[config.mk]
export PLATFORM = sky130hd
export DESIGN_NAME = backlash_takeup_controller_flat
export DESIGN_NICKNAME = d
export VERILOG_FILES = /design/src/sv/btc_pkg.sv /design/src/sv/btc_chan_if.sv /design/src/sv/btc_front.sv /design/src/sv/btc_queue.sv /design/src/sv/btc_incr.sv /design/src/sv/backlash_takeup_controller.sv /design/src/flat_wrapper.sv
export SDC_FILE = /design/constraint.sdc
export NUM_CORES = 2
export LEC_CHECK = 0
export ABC_AREA = 1
export BUFFER_PORTS_ARGS = -buffer_cell sky130_fd_sc_hd__clkbuf_2
export CORE_AREA = 8 8 290 292
export DETAILED_ROUTE_END_ITERATION = 8
export DIE_AREA = 0 0 298 300
export PLACE_DENSITY_LB_ADDON = 0.1
export SYNTH_ARGS = -nofsm -noshare
export SYNTH_HDL_FRONTEND = slang
export SYNTH_HIERARCHICAL = 1
export SYNTH_SLANG_ARGS = --single-unit
[constraint.sdc]
create_clock -name clk -period 17.6 [get_ports clk]
set_clock_uncertainty 0.05 [all_clocks]
set_input_delay 1.76 -clock clk [delete_from_list [all_inputs] [get_ports clk]]
set_output_delay 1.76 -clock clk [all_outputs]
set_load 0.01 [all_outputs]
[src/sv/btc_pkg.sv]
// Shared types, codes and helpers for the backlash take-up controller.
package btc_pkg;

	localparam int STEPS_W    = 16;
	localparam int RATE_W     = 20;
	localparam int INC_W      = 32;
	localparam int CFG_IDX_W  = 3;
	localparam int CFG_DATA_W = 20;
	localparam int AXES       = 2;

	localparam int TICK_RATE_HZ_DEF = 50000;
	localparam int QUEUE_DEPTH_DEF  = 4;

	// Configuration register indexes
	localparam logic [CFG_IDX_W-1:0] CFG_TAKEUP_X = 3'd0;
	localparam logic [CFG_IDX_W-1:0] CFG_TAKEUP_Z = 3'd1;
	localparam logic [CFG_IDX_W-1:0] CFG_MIN_X    = 3'd2;
	localparam logic [CFG_IDX_W-1:0] CFG_MIN_Z    = 3'd3;
	localparam logic [CFG_IDX_W-1:0] CFG_MAX_X    = 3'd4;
	localparam logic [CFG_IDX_W-1:0] CFG_MAX_Z    = 3'd5;
	localparam logic [CFG_IDX_W-1:0] CFG_FM_MODE  = 3'd6;
	localparam logic [CFG_IDX_W-1:0] CFG_REF_DIRS = 3'd7;

	// First move modes; the unused code behaves as reference
	localparam logic [1:0] FM_REF    = 2'd0;
	localparam logic [1:0] FM_SKIP   = 2'd1;
	localparam logic [1:0] FM_ALWAYS = 2'd2;

	typedef enum logic [2:0] {
		OP_ARM    = 3'd0,
		OP_STEP   = 3'd1,
		OP_SYNC   = 3'd2,
		OP_UNSYNC = 3'd3,
		OP_QUEUE  = 3'd4,
		OP_ABORT  = 3'd5,
		OP_INIT   = 3'd6,
		OP_NOP    = 3'd7
	} btc_op_t;

	typedef struct packed {
		logic [2:0]         opcode;
		logic               axis;
		logic               direction;
		logic               arm_enable;
		logic [RATE_W-1:0]  feed_rate;
		logic [STEPS_W-1:0] queued_steps;
	} btc_cmd_t;

	typedef struct packed {
		logic               step_consumed;
		logic [STEPS_W-1:0] pending_steps;
		logic [INC_W-1:0]   step_increment;
		logic               takeup_started;
	} btc_res_t;

	// Decided command on its way to the increment unit
	typedef struct packed {
		logic               step_consumed;
		logic [STEPS_W-1:0] pending_steps;
		logic               takeup_started;
		logic               inc_one;
		logic [RATE_W-1:0]  speed;
	} btc_job_t;

	function automatic logic [RATE_W-1:0] clamp_rate(input logic [RATE_W-1:0] f,
		input logic [RATE_W-1:0] mn, input logic [RATE_W-1:0] mx);
		logic [RATE_W-1:0] s;
		s = f;
		if (s < mn) s = mn;
		if (s > mx) s = mx;
		return s;
	endfunction

endpackage

[src/sv/btc_chan_if.sv]
// Valid/ready channel carrying one payload beat of type T.
interface btc_chan_if #(parameter type T = logic) ();
	logic valid;
	logic ready;
	T     data;

	modport source(output valid, output data, input ready);
	modport sink(input valid, input data, output ready);
endinterface

[src/sv/btc_front.sv]
// Front end: configuration registers, per-axis take-up state and command decisions.
module btc_front import btc_pkg::*; (
	input  logic                  clk,
	input  logic                  arst_n,
	input  logic                  cfg_we,
	input  logic [CFG_IDX_W-1:0]  cfg_index,
	input  logic [CFG_DATA_W-1:0] cfg_data,
	btc_chan_if.sink              cmd,
	btc_chan_if.source            job
);

	logic [STEPS_W-1:0] takeup_q [AXES];
	logic [RATE_W-1:0]  min_q [AXES];
	logic [RATE_W-1:0]  max_q [AXES];
	logic [1:0]         fm_q;
	logic [1:0]         ref_q;

	logic [STEPS_W-1:0] rem_q [AXES];
	logic               synced_q [AXES];
	logic               last_dir_q [AXES];
	logic               arm_dir_q [AXES];
	logic               inc_one_q [AXES];
	logic [RATE_W-1:0]  speed_q [AXES];

	logic [STEPS_W-1:0] rem_d [AXES];
	logic               synced_d [AXES];
	logic               last_dir_d [AXES];
	logic               arm_dir_d [AXES];
	logic               inc_one_d [AXES];
	logic [RATE_W-1:0]  speed_d [AXES];

	logic    accept;
	logic    ax;
	logic    dir;
	btc_op_t op;
	logic    consumed;
	logic    started;

	assign accept = cmd.valid & job.ready;
	assign ax     = cmd.data.axis;
	assign dir    = cmd.data.direction;
	assign op     = btc_op_t'(cmd.data.opcode);

	always_ff @(posedge clk or negedge arst_n) begin
		if (!arst_n) begin
			takeup_q[0] <= '0;
			takeup_q[1] <= '0;
			min_q[0]    <= RATE_W'(1);
			min_q[1]    <= RATE_W'(1);
			max_q[0]    <= RATE_W'(1);
			max_q[1]    <= RATE_W'(1);
			fm_q        <= FM_REF;
			ref_q       <= '0;
		end else if (cfg_we) begin
			case (cfg_index)
				CFG_TAKEUP_X: takeup_q[0] <= cfg_data[STEPS_W-1:0];
				CFG_TAKEUP_Z: takeup_q[1] <= cfg_data[STEPS_W-1:0];
				CFG_MIN_X:    min_q[0]    <= cfg_data[RATE_W-1:0];
				CFG_MIN_Z:    min_q[1]    <= cfg_data[RATE_W-1:0];
				CFG_MAX_X:    max_q[0]    <= cfg_data[RATE_W-1:0];
				CFG_MAX_Z:    max_q[1]    <= cfg_data[RATE_W-1:0];
				CFG_FM_MODE:  fm_q        <= cfg_data[1:0];
				CFG_REF_DIRS: ref_q       <= cfg_data[1:0];
				default: ;
			endcase
		end
	end

	always_comb begin
		rem_d      = rem_q;
		synced_d   = synced_q;
		last_dir_d = last_dir_q;
		arm_dir_d  = arm_dir_q;
		inc_one_d  = inc_one_q;
		speed_d    = speed_q;
		consumed   = 1'b0;
		started    = 1'b0;
		case (op)
			OP_ARM: begin
				if (cmd.data.arm_enable && takeup_q[ax] != '0 &&
				    !(rem_q[ax] != '0 && dir == arm_dir_q[ax])) begin
					// an opposite-direction arm cancels the pending take-up
					rem_d[ax] = '0;
					if (!synced_q[ax] && fm_q == FM_SKIP)
						started = 1'b0;
					else if (!synced_q[ax] && fm_q == FM_ALWAYS)
						started = 1'b1;
					else
						started = (dir != last_dir_q[ax]);
					if (started) begin
						rem_d[ax]     = takeup_q[ax];
						arm_dir_d[ax] = dir;
						speed_d[ax]   = clamp_rate(cmd.data.feed_rate, min_q[ax], max_q[ax]);
						inc_one_d[ax] = 1'b0;
					end
				end
			end
			OP_STEP: begin
				if (rem_q[ax] != '0) begin
					rem_d[ax] = rem_q[ax] - STEPS_W'(1);
					if (rem_q[ax] == STEPS_W'(1)) begin
						last_dir_d[ax] = dir;
						synced_d[ax]   = 1'b1;
					end
					consumed = 1'b1;
				end
			end
			OP_SYNC: begin
				last_dir_d[ax] = dir;
				synced_d[ax]   = 1'b1;
				rem_d[ax]      = '0;
			end
			OP_UNSYNC: begin
				synced_d[ax] = 1'b0;
				rem_d[ax]    = '0;
			end
			OP_QUEUE: begin
				if (cmd.data.queued_steps != '0 && rem_q[ax] == '0) begin
					rem_d[ax]     = cmd.data.queued_steps;
					arm_dir_d[ax] = dir;
					speed_d[ax]   = clamp_rate(min_q[ax], min_q[ax], max_q[ax]);
					inc_one_d[ax] = 1'b0;
					started       = 1'b1;
				end
			end
			OP_ABORT: begin
				rem_d[0] = '0;
				rem_d[1] = '0;
			end
			OP_INIT: begin
				for (int b = 0; b < AXES; b++) begin
					last_dir_d[b] = ref_q[b];
					arm_dir_d[b]  = ref_q[b];
					synced_d[b]   = 1'b0;
					rem_d[b]      = '0;
					speed_d[b]    = min_q[b];
					inc_one_d[b]  = 1'b0;
				end
			end
			default: ;
		endcase
	end

	always_ff @(posedge clk or negedge arst_n) begin
		if (!arst_n) begin
			for (int b = 0; b < AXES; b++) begin
				rem_q[b]      <= '0;
				synced_q[b]   <= 1'b0;
				last_dir_q[b] <= 1'b0;
				arm_dir_q[b]  <= 1'b0;
				inc_one_q[b]  <= 1'b1;
			end
		end else if (accept) begin
			rem_q      <= rem_d;
			synced_q   <= synced_d;
			last_dir_q <= last_dir_d;
			arm_dir_q  <= arm_dir_d;
			inc_one_q  <= inc_one_d;
		end
	end

	// speed is only read once inc_one has dropped
	always_ff @(posedge clk) begin
		if (accept) speed_q <= speed_d;
	end

	assign cmd.ready = job.ready;
	assign job.valid = cmd.valid;
	always_comb begin
		job.data.step_consumed  = consumed;
		job.data.pending_steps  = rem_d[ax];
		job.data.takeup_started = started;
		job.data.inc_one        = inc_one_d[ax];
		job.data.speed          = speed_d[ax];
	end

	a_one_flag: assert property (@(posedge clk) disable iff (!arst_n)
		accept |-> !(consumed && started))
		else $error("consume and take-up start on the same beat");

	a_step_dec: assert property (@(posedge clk) disable iff (!arst_n)
		accept && op == OP_STEP && rem_q[ax] != '0 |=>
		rem_q[$past(ax)] == $past(rem_q[ax]) - STEPS_W'(1))
		else $error("consumed step did not count down");

	a_start_len: assert property (@(posedge clk) disable iff (!arst_n)
		accept && started |=> rem_q[$past(ax)] != '0)
		else $error("take-up started with zero length");

endmodule

[src/sv/btc_queue.sv]
// Short queue between the decision front end and the increment unit.
module btc_queue import btc_pkg::*; #(
	parameter int DEPTH = QUEUE_DEPTH_DEF
) (
	input  logic       clk,
	input  logic       arst_n,
	btc_chan_if.sink   wr,
	btc_chan_if.source rd
);

	localparam int PW = (DEPTH > 1) ? $clog2(DEPTH) : 1;
	localparam int CW = $clog2(DEPTH + 1);

	btc_job_t        mem_q [DEPTH];
	logic [PW-1:0]   wr_ptr_q;
	logic [PW-1:0]   rd_ptr_q;
	logic [CW-1:0]   cnt_q;
	logic            push;
	logic            pop;

	assign wr.ready = (cnt_q != CW'(DEPTH));
	assign rd.valid = (cnt_q != '0);
	assign rd.data  = mem_q[rd_ptr_q];
	assign push     = wr.valid & wr.ready;
	assign pop      = rd.valid & rd.ready;

	function automatic logic [PW-1:0] ptr_inc(input logic [PW-1:0] p);
		return (p == PW'(DEPTH - 1)) ? '0 : p + PW'(1);
	endfunction

	always_ff @(posedge clk or negedge arst_n) begin
		if (!arst_n) begin
			wr_ptr_q <= '0;
			rd_ptr_q <= '0;
			cnt_q    <= '0;
		end else begin
			if (push) wr_ptr_q <= ptr_inc(wr_ptr_q);
			if (pop)  rd_ptr_q <= ptr_inc(rd_ptr_q);
			if (push && !pop)      cnt_q <= cnt_q + CW'(1);
			else if (pop && !push) cnt_q <= cnt_q - CW'(1);
		end
	end

	always_ff @(posedge clk) begin
		if (push) mem_q[wr_ptr_q] <= wr.data;
	end

	a_cnt_bound: assert property (@(posedge clk) disable iff (!arst_n)
		cnt_q <= CW'(DEPTH))
		else $error("queue count past depth");

	a_cnt_push: assert property (@(posedge clk) disable iff (!arst_n)
		push && !pop |=> cnt_q == $past(cnt_q) + CW'(1))
		else $error("queue count lost a push");

	a_ptr_gap: assert property (@(posedge clk) disable iff (!arst_n)
		cnt_q == '0 |-> wr_ptr_q == rd_ptr_q)
		else $error("empty queue with pointers apart");

endmodule

[src/sv/btc_incr.sv]
// Back end: speed * 2^31 / tick rate by reciprocal multiplication, giving the phase increment.
module btc_incr import btc_pkg::*; #(
	parameter int TICK_RATE_HZ = TICK_RATE_HZ_DEF
) (
	input  logic       clk,
	input  logic       arst_n,
	btc_chan_if.sink   job,
	btc_chan_if.source res
);

	// speed * 2^31 / tick equals (speed * RECIP) >> FRAC_SH exactly while speed and tick
	// stay below 2^20; RECIP is split in halves so each product fits in PROD_W (51) bits
	localparam int FRAC_SH = 40;
	localparam int HALF_W  = 31;
	localparam int RECIP_W = 2 * HALF_W;
	localparam int PROD_W  = RATE_W + HALF_W;
	localparam int DROP    = FRAC_SH - HALF_W;
	localparam int QUO_W   = PROD_W + 1 - DROP;

	localparam logic [71:0] RECIP_WIDE =
		((72'd1 << (FRAC_SH + 31)) / 72'(TICK_RATE_HZ)) + 72'd1;
	localparam logic [HALF_W-1:0] RECIP_HI = RECIP_WIDE[RECIP_W-1:HALF_W];
	localparam logic [HALF_W-1:0] RECIP_LO = RECIP_WIDE[HALF_W-1:0];

	typedef struct packed {
		logic               step_consumed;
		logic [STEPS_W-1:0] pending_steps;
		logic               takeup_started;
		logic               inc_one;
		logic [PROD_W-1:0]  prod_hi;
		logic [RATE_W-1:0]  lo_carry;
	} mul_stage_t;

	mul_stage_t        mul_s1;
	mul_stage_t        mul_d;
	logic              vld_s1;
	btc_res_t          out_q;
	logic              out_vld_q;
	logic              adv;
	logic [RATE_W-1:0] spd;
	logic [QUO_W-1:0]  quo;
	logic [INC_W-1:0]  inc;

	assign adv       = !(out_vld_q && !res.ready);
	assign job.ready = adv;

	// zero speed runs as 1 step/s
	always_comb begin
		spd                  = (job.data.speed == '0) ? RATE_W'(1) : job.data.speed;
		mul_d.step_consumed  = job.data.step_consumed;
		mul_d.pending_steps  = job.data.pending_steps;
		mul_d.takeup_started = job.data.takeup_started;
		mul_d.inc_one        = job.data.inc_one;
		mul_d.prod_hi        = PROD_W'(spd) * PROD_W'(RECIP_HI);
		// low bits of the low product never reach the quotient
		mul_d.lo_carry       = RATE_W'((PROD_W'(spd) * PROD_W'(RECIP_LO)) >> HALF_W);
	end

	always_comb begin
		quo = QUO_W'(({1'b0, mul_s1.prod_hi} + (PROD_W+1)'(mul_s1.lo_carry)) >> DROP);
		if (mul_s1.inc_one)
			inc = INC_W'(1);
		else if (quo[QUO_W-1:INC_W] != '0)
			inc = '1;
		else if (quo[INC_W-1:0] == '0)
			inc = INC_W'(1);
		else
			inc = quo[INC_W-1:0];
	end

	always_ff @(posedge clk or negedge arst_n) begin
		if (!arst_n) begin
			vld_s1    <= 1'b0;
			out_vld_q <= 1'b0;
		end else if (adv) begin
			vld_s1    <= job.valid;
			out_vld_q <= vld_s1;
		end
	end

	always_ff @(posedge clk) begin
		if (adv) begin
			mul_s1               <= mul_d;
			out_q.step_consumed  <= mul_s1.step_consumed;
			out_q.pending_steps  <= mul_s1.pending_steps;
			out_q.takeup_started <= mul_s1.takeup_started;
			out_q.step_increment <= inc;
		end
	end

	assign res.valid = out_vld_q;
	assign res.data  = out_q;

	a_inc_nonzero: assert property (@(posedge clk) disable iff (!arst_n)
		out_vld_q |-> out_q.step_increment != '0)
		else $error("zero phase increment delivered");

	a_hold: assert property (@(posedge clk) disable iff (!arst_n)
		out_vld_q && !res.ready |=> out_vld_q && $stable(out_q))
		else $error("held result beat changed");

	a_enter: assert property (@(posedge clk) disable iff (!arst_n)
		job.valid && adv |=> vld_s1)
		else $error("popped beat did not enter the multiplier");

endmodule

[src/sv/backlash_takeup_controller.sv]
// Path: an accepted command is written into the queue, then registered in the reciprocal
// multiply stage and the output register; older waiting beats or a held res delay it further.
// Throughput: one command per cycle; the queue and the two-stage multiplier sustain it,
// and a held result stalls the multiplier while the queue takes up to QUEUE_DEPTH more.
// Reset (arst_n low): all axes unsynced, no take-up pending, directions 0, increment 1,
// configuration at defaults; the block is ready right after reset, no clearing pass.
module backlash_takeup_controller import btc_pkg::*; #(
	parameter int TICK_RATE_HZ = TICK_RATE_HZ_DEF,
	parameter int QUEUE_DEPTH  = QUEUE_DEPTH_DEF
) (
	input  logic                  clk,
	input  logic                  arst_n,
	input  logic                  cfg_we,
	input  logic [CFG_IDX_W-1:0]  cfg_index,
	input  logic [CFG_DATA_W-1:0] cfg_data,
	btc_chan_if.sink              cmd,
	btc_chan_if.source            res
);

	btc_chan_if #(.T(btc_job_t)) fq_ch ();
	btc_chan_if #(.T(btc_job_t)) qb_ch ();

	btc_front u_front (
		.clk       (clk),
		.arst_n    (arst_n),
		.cfg_we    (cfg_we),
		.cfg_index (cfg_index),
		.cfg_data  (cfg_data),
		.cmd       (cmd),
		.job       (fq_ch.source)
	);

	btc_queue #(.DEPTH(QUEUE_DEPTH)) u_queue (
		.clk    (clk),
		.arst_n (arst_n),
		.wr     (fq_ch.sink),
		.rd     (qb_ch.source)
	);

	btc_incr #(.TICK_RATE_HZ(TICK_RATE_HZ)) u_incr (
		.clk    (clk),
		.arst_n (arst_n),
		.job    (qb_ch.sink),
		.res    (res)
	);

endmodule

[src/flat_wrapper.sv]
// flat-port wrapper written by rule: the top's interface ports become plain ports
module backlash_takeup_controller_flat import btc_pkg::*;
#(
	parameter int TICK_RATE_HZ = TICK_RATE_HZ_DEF,
	parameter int QUEUE_DEPTH  = QUEUE_DEPTH_DEF
)
  (clk, arst_n, cfg_we, cfg_index, cfg_data, cmd_valid, cmd_data, cmd_ready, res_valid, res_data, res_ready);
  btc_chan_if #(.T(btc_cmd_t)) cmd_i ();
  btc_chan_if #(.T(btc_res_t)) res_i ();
  input  logic clk;
  input  logic arst_n;
  input  logic cfg_we;
  input  logic [CFG_IDX_W-1:0] cfg_index;
  input  logic [CFG_DATA_W-1:0] cfg_data;
  input wire logic [$bits(cmd_i.valid)-1:0] cmd_valid;
  input wire logic [$bits(cmd_i.data)-1:0] cmd_data;
  output wire logic [$bits(cmd_i.ready)-1:0] cmd_ready;
  output wire logic [$bits(res_i.valid)-1:0] res_valid;
  output wire logic [$bits(res_i.data)-1:0] res_data;
  input wire logic [$bits(res_i.ready)-1:0] res_ready;
  assign cmd_i.valid = cmd_valid;
  assign cmd_i.data = cmd_data;
  assign cmd_ready = cmd_i.ready;
  assign res_valid = res_i.valid;
  assign res_data = res_i.data;
  assign res_i.ready = res_ready;
  backlash_takeup_controller #(.TICK_RATE_HZ(TICK_RATE_HZ), .QUEUE_DEPTH(QUEUE_DEPTH)) u_core (.clk(clk), .arst_n(arst_n), .cfg_we(cfg_we), .cfg_index(cfg_index), .cfg_data(cfg_data), .cmd(cmd_i), .res(res_i));
endmodule
# --- Word-level counts from Yosys, hierarchy flattened ---
# Memories as Yosys holds them, arrays and structs flattened.
# Index checks and enable logic that the tools add are counted.
word_totals:
  reg_bits: 336
  ramBits: 156
  inputBits: 70
  out_inout_bits: 52
  elab_cells: 226
  memories: 1
classes:
  n_addsub: 6
  multipliers: 2
  order_cmp: 5
  n_eq_ne: 26
  muxes: 97
  n_bitwise: 9
  reduce_logical: 44
mem_list:
  columns: ["name", "depth", "word_bits", "read_ports", "rd_ports_with_merged_regs", "wr", "line_no", "source"]
  rows:
  - ["u_core.u_queue.mem_q", 4, 39, 1, 0, 1, "btc_queue.sv:14", "btc_job_t mem_q [DEPTH];"]
ops:
  columns: ["op", "count"]
  rows:
  - ["2-to-1 mux 20 bit", 24]
  - ["2-to-1 mux 32 bit", 6]
  - ["2-to-1 mux 16 bit", 10]
  - ["one-hot mux 32 bit (5 select lines)", 1]
  - ["2-to-1 mux 40 bit", 3]
  - ["one-hot mux 40 bit (3 select lines)", 1]
  - ["bitwise mux 32 bit", 3]
  - ["bitwise mux 40 bit", 2]
  - ["multiplier 20 x 31 -> 51 bit, second input constant", 1]
  - ["nonzero test 16 bit", 3]
  - ["adder 45 x 20 -> 46 bit", 1]
  - ["multiplier 20 x 22 -> 42 bit, second input constant", 1]
  - ["greater-than comparator 20 bit", 2]
  - ["AND 32 bit", 1]
  - ["zero test 32 bit", 1]
  - ["inverter 32 bit", 1]
  - ["2-to-1 mux 2 bit", 12]
  - ["2-to-1 mux 1 bit", 23]
  - ["equality test 3 bit, second input constant", 7]
  - ["demux 20 bit (select 1 bit)", 1]
  - ["zero test 20 bit", 1]
  - ["< comparator 20 bit", 1]
  - ["one-hot mux 2 bit (3 select lines)", 3]
  - ["demux 16 bit (select 1 bit)", 1]
  - ["38 further kinds", 79]

# --- Depth between registers and ports, before layout ---
depth:
  ltp_word: 25
  ltp_mapped: 39
  ltp_nobuf: 37

# --- Modules after synthesis ---
# The synthesis kept the hierarchy.
by_module_without_submodules:
  columns: ["module", "instances", "cells_per_inst", "area_each_um2", "seq_area_each_um2"]
  rows:
  - ["btc_incr", 1, 2901, 24910.1, 3893.7]
  - ["btc_front", 1, 2583, 16298.1, 5112.4]
  - ["btc_queue", 1, 515, 6754.0, 4859.7]

# --- Worst setup path before layout ---
# Ideal clock, no wire load.
synth_path:
  path_type: "reg-to-reg"
  from: "reg u_core.u_queue.rd_ptr_q[0]"
  to: "reg u_core/u_incr/mul_s1[57] in the netlist's numbering (data pin)"
  setup_ps: 252
  arrival_time_ps: 6667
  required_ps: 17298
  path_slack_ps: 10631
  path_stages_with_launch: 33
  path_buffers: 3
  period_less_slack_ps: 6969
  cell_sequence: "dfrtp_1 -> buf_6 -> buf_8 -> buf_6 -> o211ai_1 -> nand2_1 -> inv_1 -> nand2_1 -> nor2_1 -> nand4_1 -> nand2_1 -> inv_1 -> ha_1 -> inv_1 -> fa_1 -> fa_1 -> inv_1 -> fa_1 -> fa_1 -> fa_1 -> fa_1 -> ha_1 -> nand2_1 -> nor2_1 -> inv_1 -> nor2_1 -> inv_1 -> nor4_2 -> a21oi_1 -> o21bai_1 -> nand2_1 -> nand3_1 -> nand2_1"
synth_rtl:
  columns: ["element", "line_no", "source"]
  rows:
  - ["start: declaration", "btc_queue.sv:16", "logic [PW-1:0] rd_ptr_q;"]
  - ["start signal: assignment", "btc_queue.sv:38", "if (pop) rd_ptr_q <= ptr_inc(rd_ptr_q);"]
  - ["end signal: assignment", "btc_incr.sv:83", "mul_s1 <= mul_d;"]
  - ["end: declaration", "btc_incr.sv:34", "mul_stage_t mul_s1;"]

==> run metrics <==
outcome finished, final reports clean; worst path bufs/invs 5; Ys Warns 6; Seq/Total Area, Yosys between 20% and 30%; Slowest-stage cell, CP dfrtp_4; number of synthesized flops with an enable pin roughly 320; met1 usage 43.5%; Die H 300 um; FF+latch area ~14000 um2; Post-CTS Setup Inserts 0; Fin. Hold Viols 0; R2R depth 25; clk root buf clkbuf_16; cell area after synthesis 48000 um2; Port-buffer cells between 100 and 150; Avg Cell Area, Syn around 8.0 um2; total CTS buffers 53; PostCTS Resize Cnt 0; layout cells sized above 1 between 6 and 7%; initial antenna violation count 0; Post-Synth XOR/XNOR Area under 10%; RR Startpoint u_core/u_queue/rd_ptr_q[0]; Worst-path clk slew 60 ps; multiplexer share of the synthesized area 0%; n_diodes 0; largest net degree at the start of global routing between 100 and 150; CTS sink cnt around 490; drt drc 0; fin crit share a little over 50%; Crit path max-delay family adder cells; CP peak stage delay between 800 and 900 ps; Initial Util about three fifths; I/O pin count 122; top-count cell post-synth nand2_1; Startpoint Class flip-flop; Req. time, crit path between 15000 and 20000 ps; H-tree Lvls 2; Worst slew margin 14.9%; drt first pass iters 7; gr usage total approximately a third; detailed-placement wirelength estimate ~120000 um; final WL ~150000 um; total grt overflow 0; crit path capture type flip-flop; cell mode on critical path fa_1; multi-input logic area roughly 29000 um2; GP Congestion roughly 1.0; crit path DAT about 9200 ps; cells after synthesis roughly 6000; Rows 104; synth top area cells edfxtp_1 20%, fa_1 14%, ha_1 13%; die area 89400 um2; Hold Crit Depth 0; met3 Usage GRT around 5.6%; share of synthesized flip-flops with an asynchronous set or reset between 30% and 40%; setup repair after global routing missed its margin no; adder-cell share of the synthesized area around 27%; kind of critical path flip-flop to flip-flop; max-cap check violation count 0; Crit. Startpoint u_core/u_queue/rd_ptr_q[0]; Post-Synth Simple-Gate Area 21.5%; starting DRC count in detailed routing just over 4000; synthesized flop and latch total about 500; # setup viols final 0; first-pass GRT wire length roughly 230000 um; area of the core around 80000 um2; min Tclk post-route approximately 8900 ps; vias in the first global route 39500; setup_tns 0 ps; vias per inst roughly 5.7; clk_lat worst skew between 600 and 700 ps; Synth top area share between 20 and 25%; grt met2 use 52.5%; fill count 7132; Die Wd roughly 300 um; cell taking the most area after synthesis edfxtp_1; combinational family with the most area after synthesis adder cells; Detail Route Antenna Nets 0; routed len/inst 20.8 um; critical path depth in cells 25; Hold-fix buffers, CTS 0; hold path start u_core/u_incr/mul_s1[72]; busiest layer in global routing met2; Finished Layout Cells 7119; Post-synth top flop edfxtp_1; Commonest cells post-synth 1478 x nand2_1, 1132 x inv_1, 496 x ha_1; Final Max Slew Viols 0; CTS tree yes; Synth Area in Compound Gates about 10%; routed vias slightly above 40000; critical-path maximum fanout 85; syn_nets between 6000 and 7000; Hold Crit Class flip-flop to flip-flop; Final nets 6924; Max Root-Sink Buffers 3; Tightest Pin Transition 1270 ps; Syn-to-layout area delta 6.32%; dpl cells 7020; Hold WS between 300 and 400 ps; fmax 113 MHz; post-synthesis cell type count 62
-- sequential cells by signal, indices dropped and copies added, names as in the netlist, 3 cells and up --
| register | flops |
|---|---|
| u_core/u_front/min_q | 40 |
| u_core/u_incr/res.data | 50 |
| u_core/u_queue/mem_q | 156 |
| u_core/u_front/speed_q | 40 |
| u_core/u_front/max_q | 40 |
| u_core/u_queue/cnt_q | 3 |
| u_core/u_front/takeup_q | 32 |
| u_core/u_front/rem_q | 32 |
| u_core/u_incr/mul_s1 | 78 |
-- metrics by stage --
stage               cell area, um2  util (%)  setup slack [ps]
detailed placement           49200      61.7              8810
global route                 51000      64.0              8270
CTS                          51000      64.0              8800
finish                       51000      64.0              8750
floorplan                    48000         -             10630
global placement             49200      61.7              8920
-- logic make-up after synthesis --
logic type,Yosys count
simple gates,2422
flops,489
fa+ha+maj,839
xor+xnor,72
compound gates,827
buf+inv,1350
-- routing by layer --
metal / vias up / wire length (um)
met5: - / 0
met2: 1887 / 66600
met3: 342 / 12400
met1: 19100 / 60800
met4: 0 / 8000
li1: 19200 / -
-- layout by cell type, fill, tap and decap left out, types with 39 or more instances in the layout --
cell type,synthesis,routed
a21oi_1,258,258
edfxtp_1,324,324
and2_1,39,39
nand2_1,1478,1476
fa_1,343,343
o21ai_1,62,62
o21ai_0,306,306
or2_2,53,53
ha_1,496,496
o211ai_1,85,85
inv_1,1132,1131
nand3_1,403,402
dfrtp_1,159,158
xor2_1,47,47
clkbuf_16,0,53
nor2_1,303,297
clkbuf_2,0,119
-- cell type report --
class | instances | area share, %
clock buffer | 61 | 2.70
clock inverter | 38 | 0.900
inverter | 1155 | 8.51
multi-input combinational | 4160 | 56.3
sequential | 489 | 27.2
tap | 1060 | 2.60
timing repair buffer | 156 | 1.75
-- path summary, 6_finish.rpt --
kind / to / slack [ps]
setup / recovery: u_core/u_incr/mul_s1[56] / 8750
hold / removal: u_core/u_incr/res.data[0] / 370
setup reg to reg: u_core/u_incr/mul_s1[56] / 8750
hold reg to reg: u_core/u_incr/res.data[0] / 370
max in group asynchronous: u_core/u_front/max_q[38] / 15090
min in group asynchronous: u_core/u_incr/vld_s1 / 1060
Power is not shown: default switching activity piles up to over one toggle a cycle in this logic, so the estimate is an artifact.
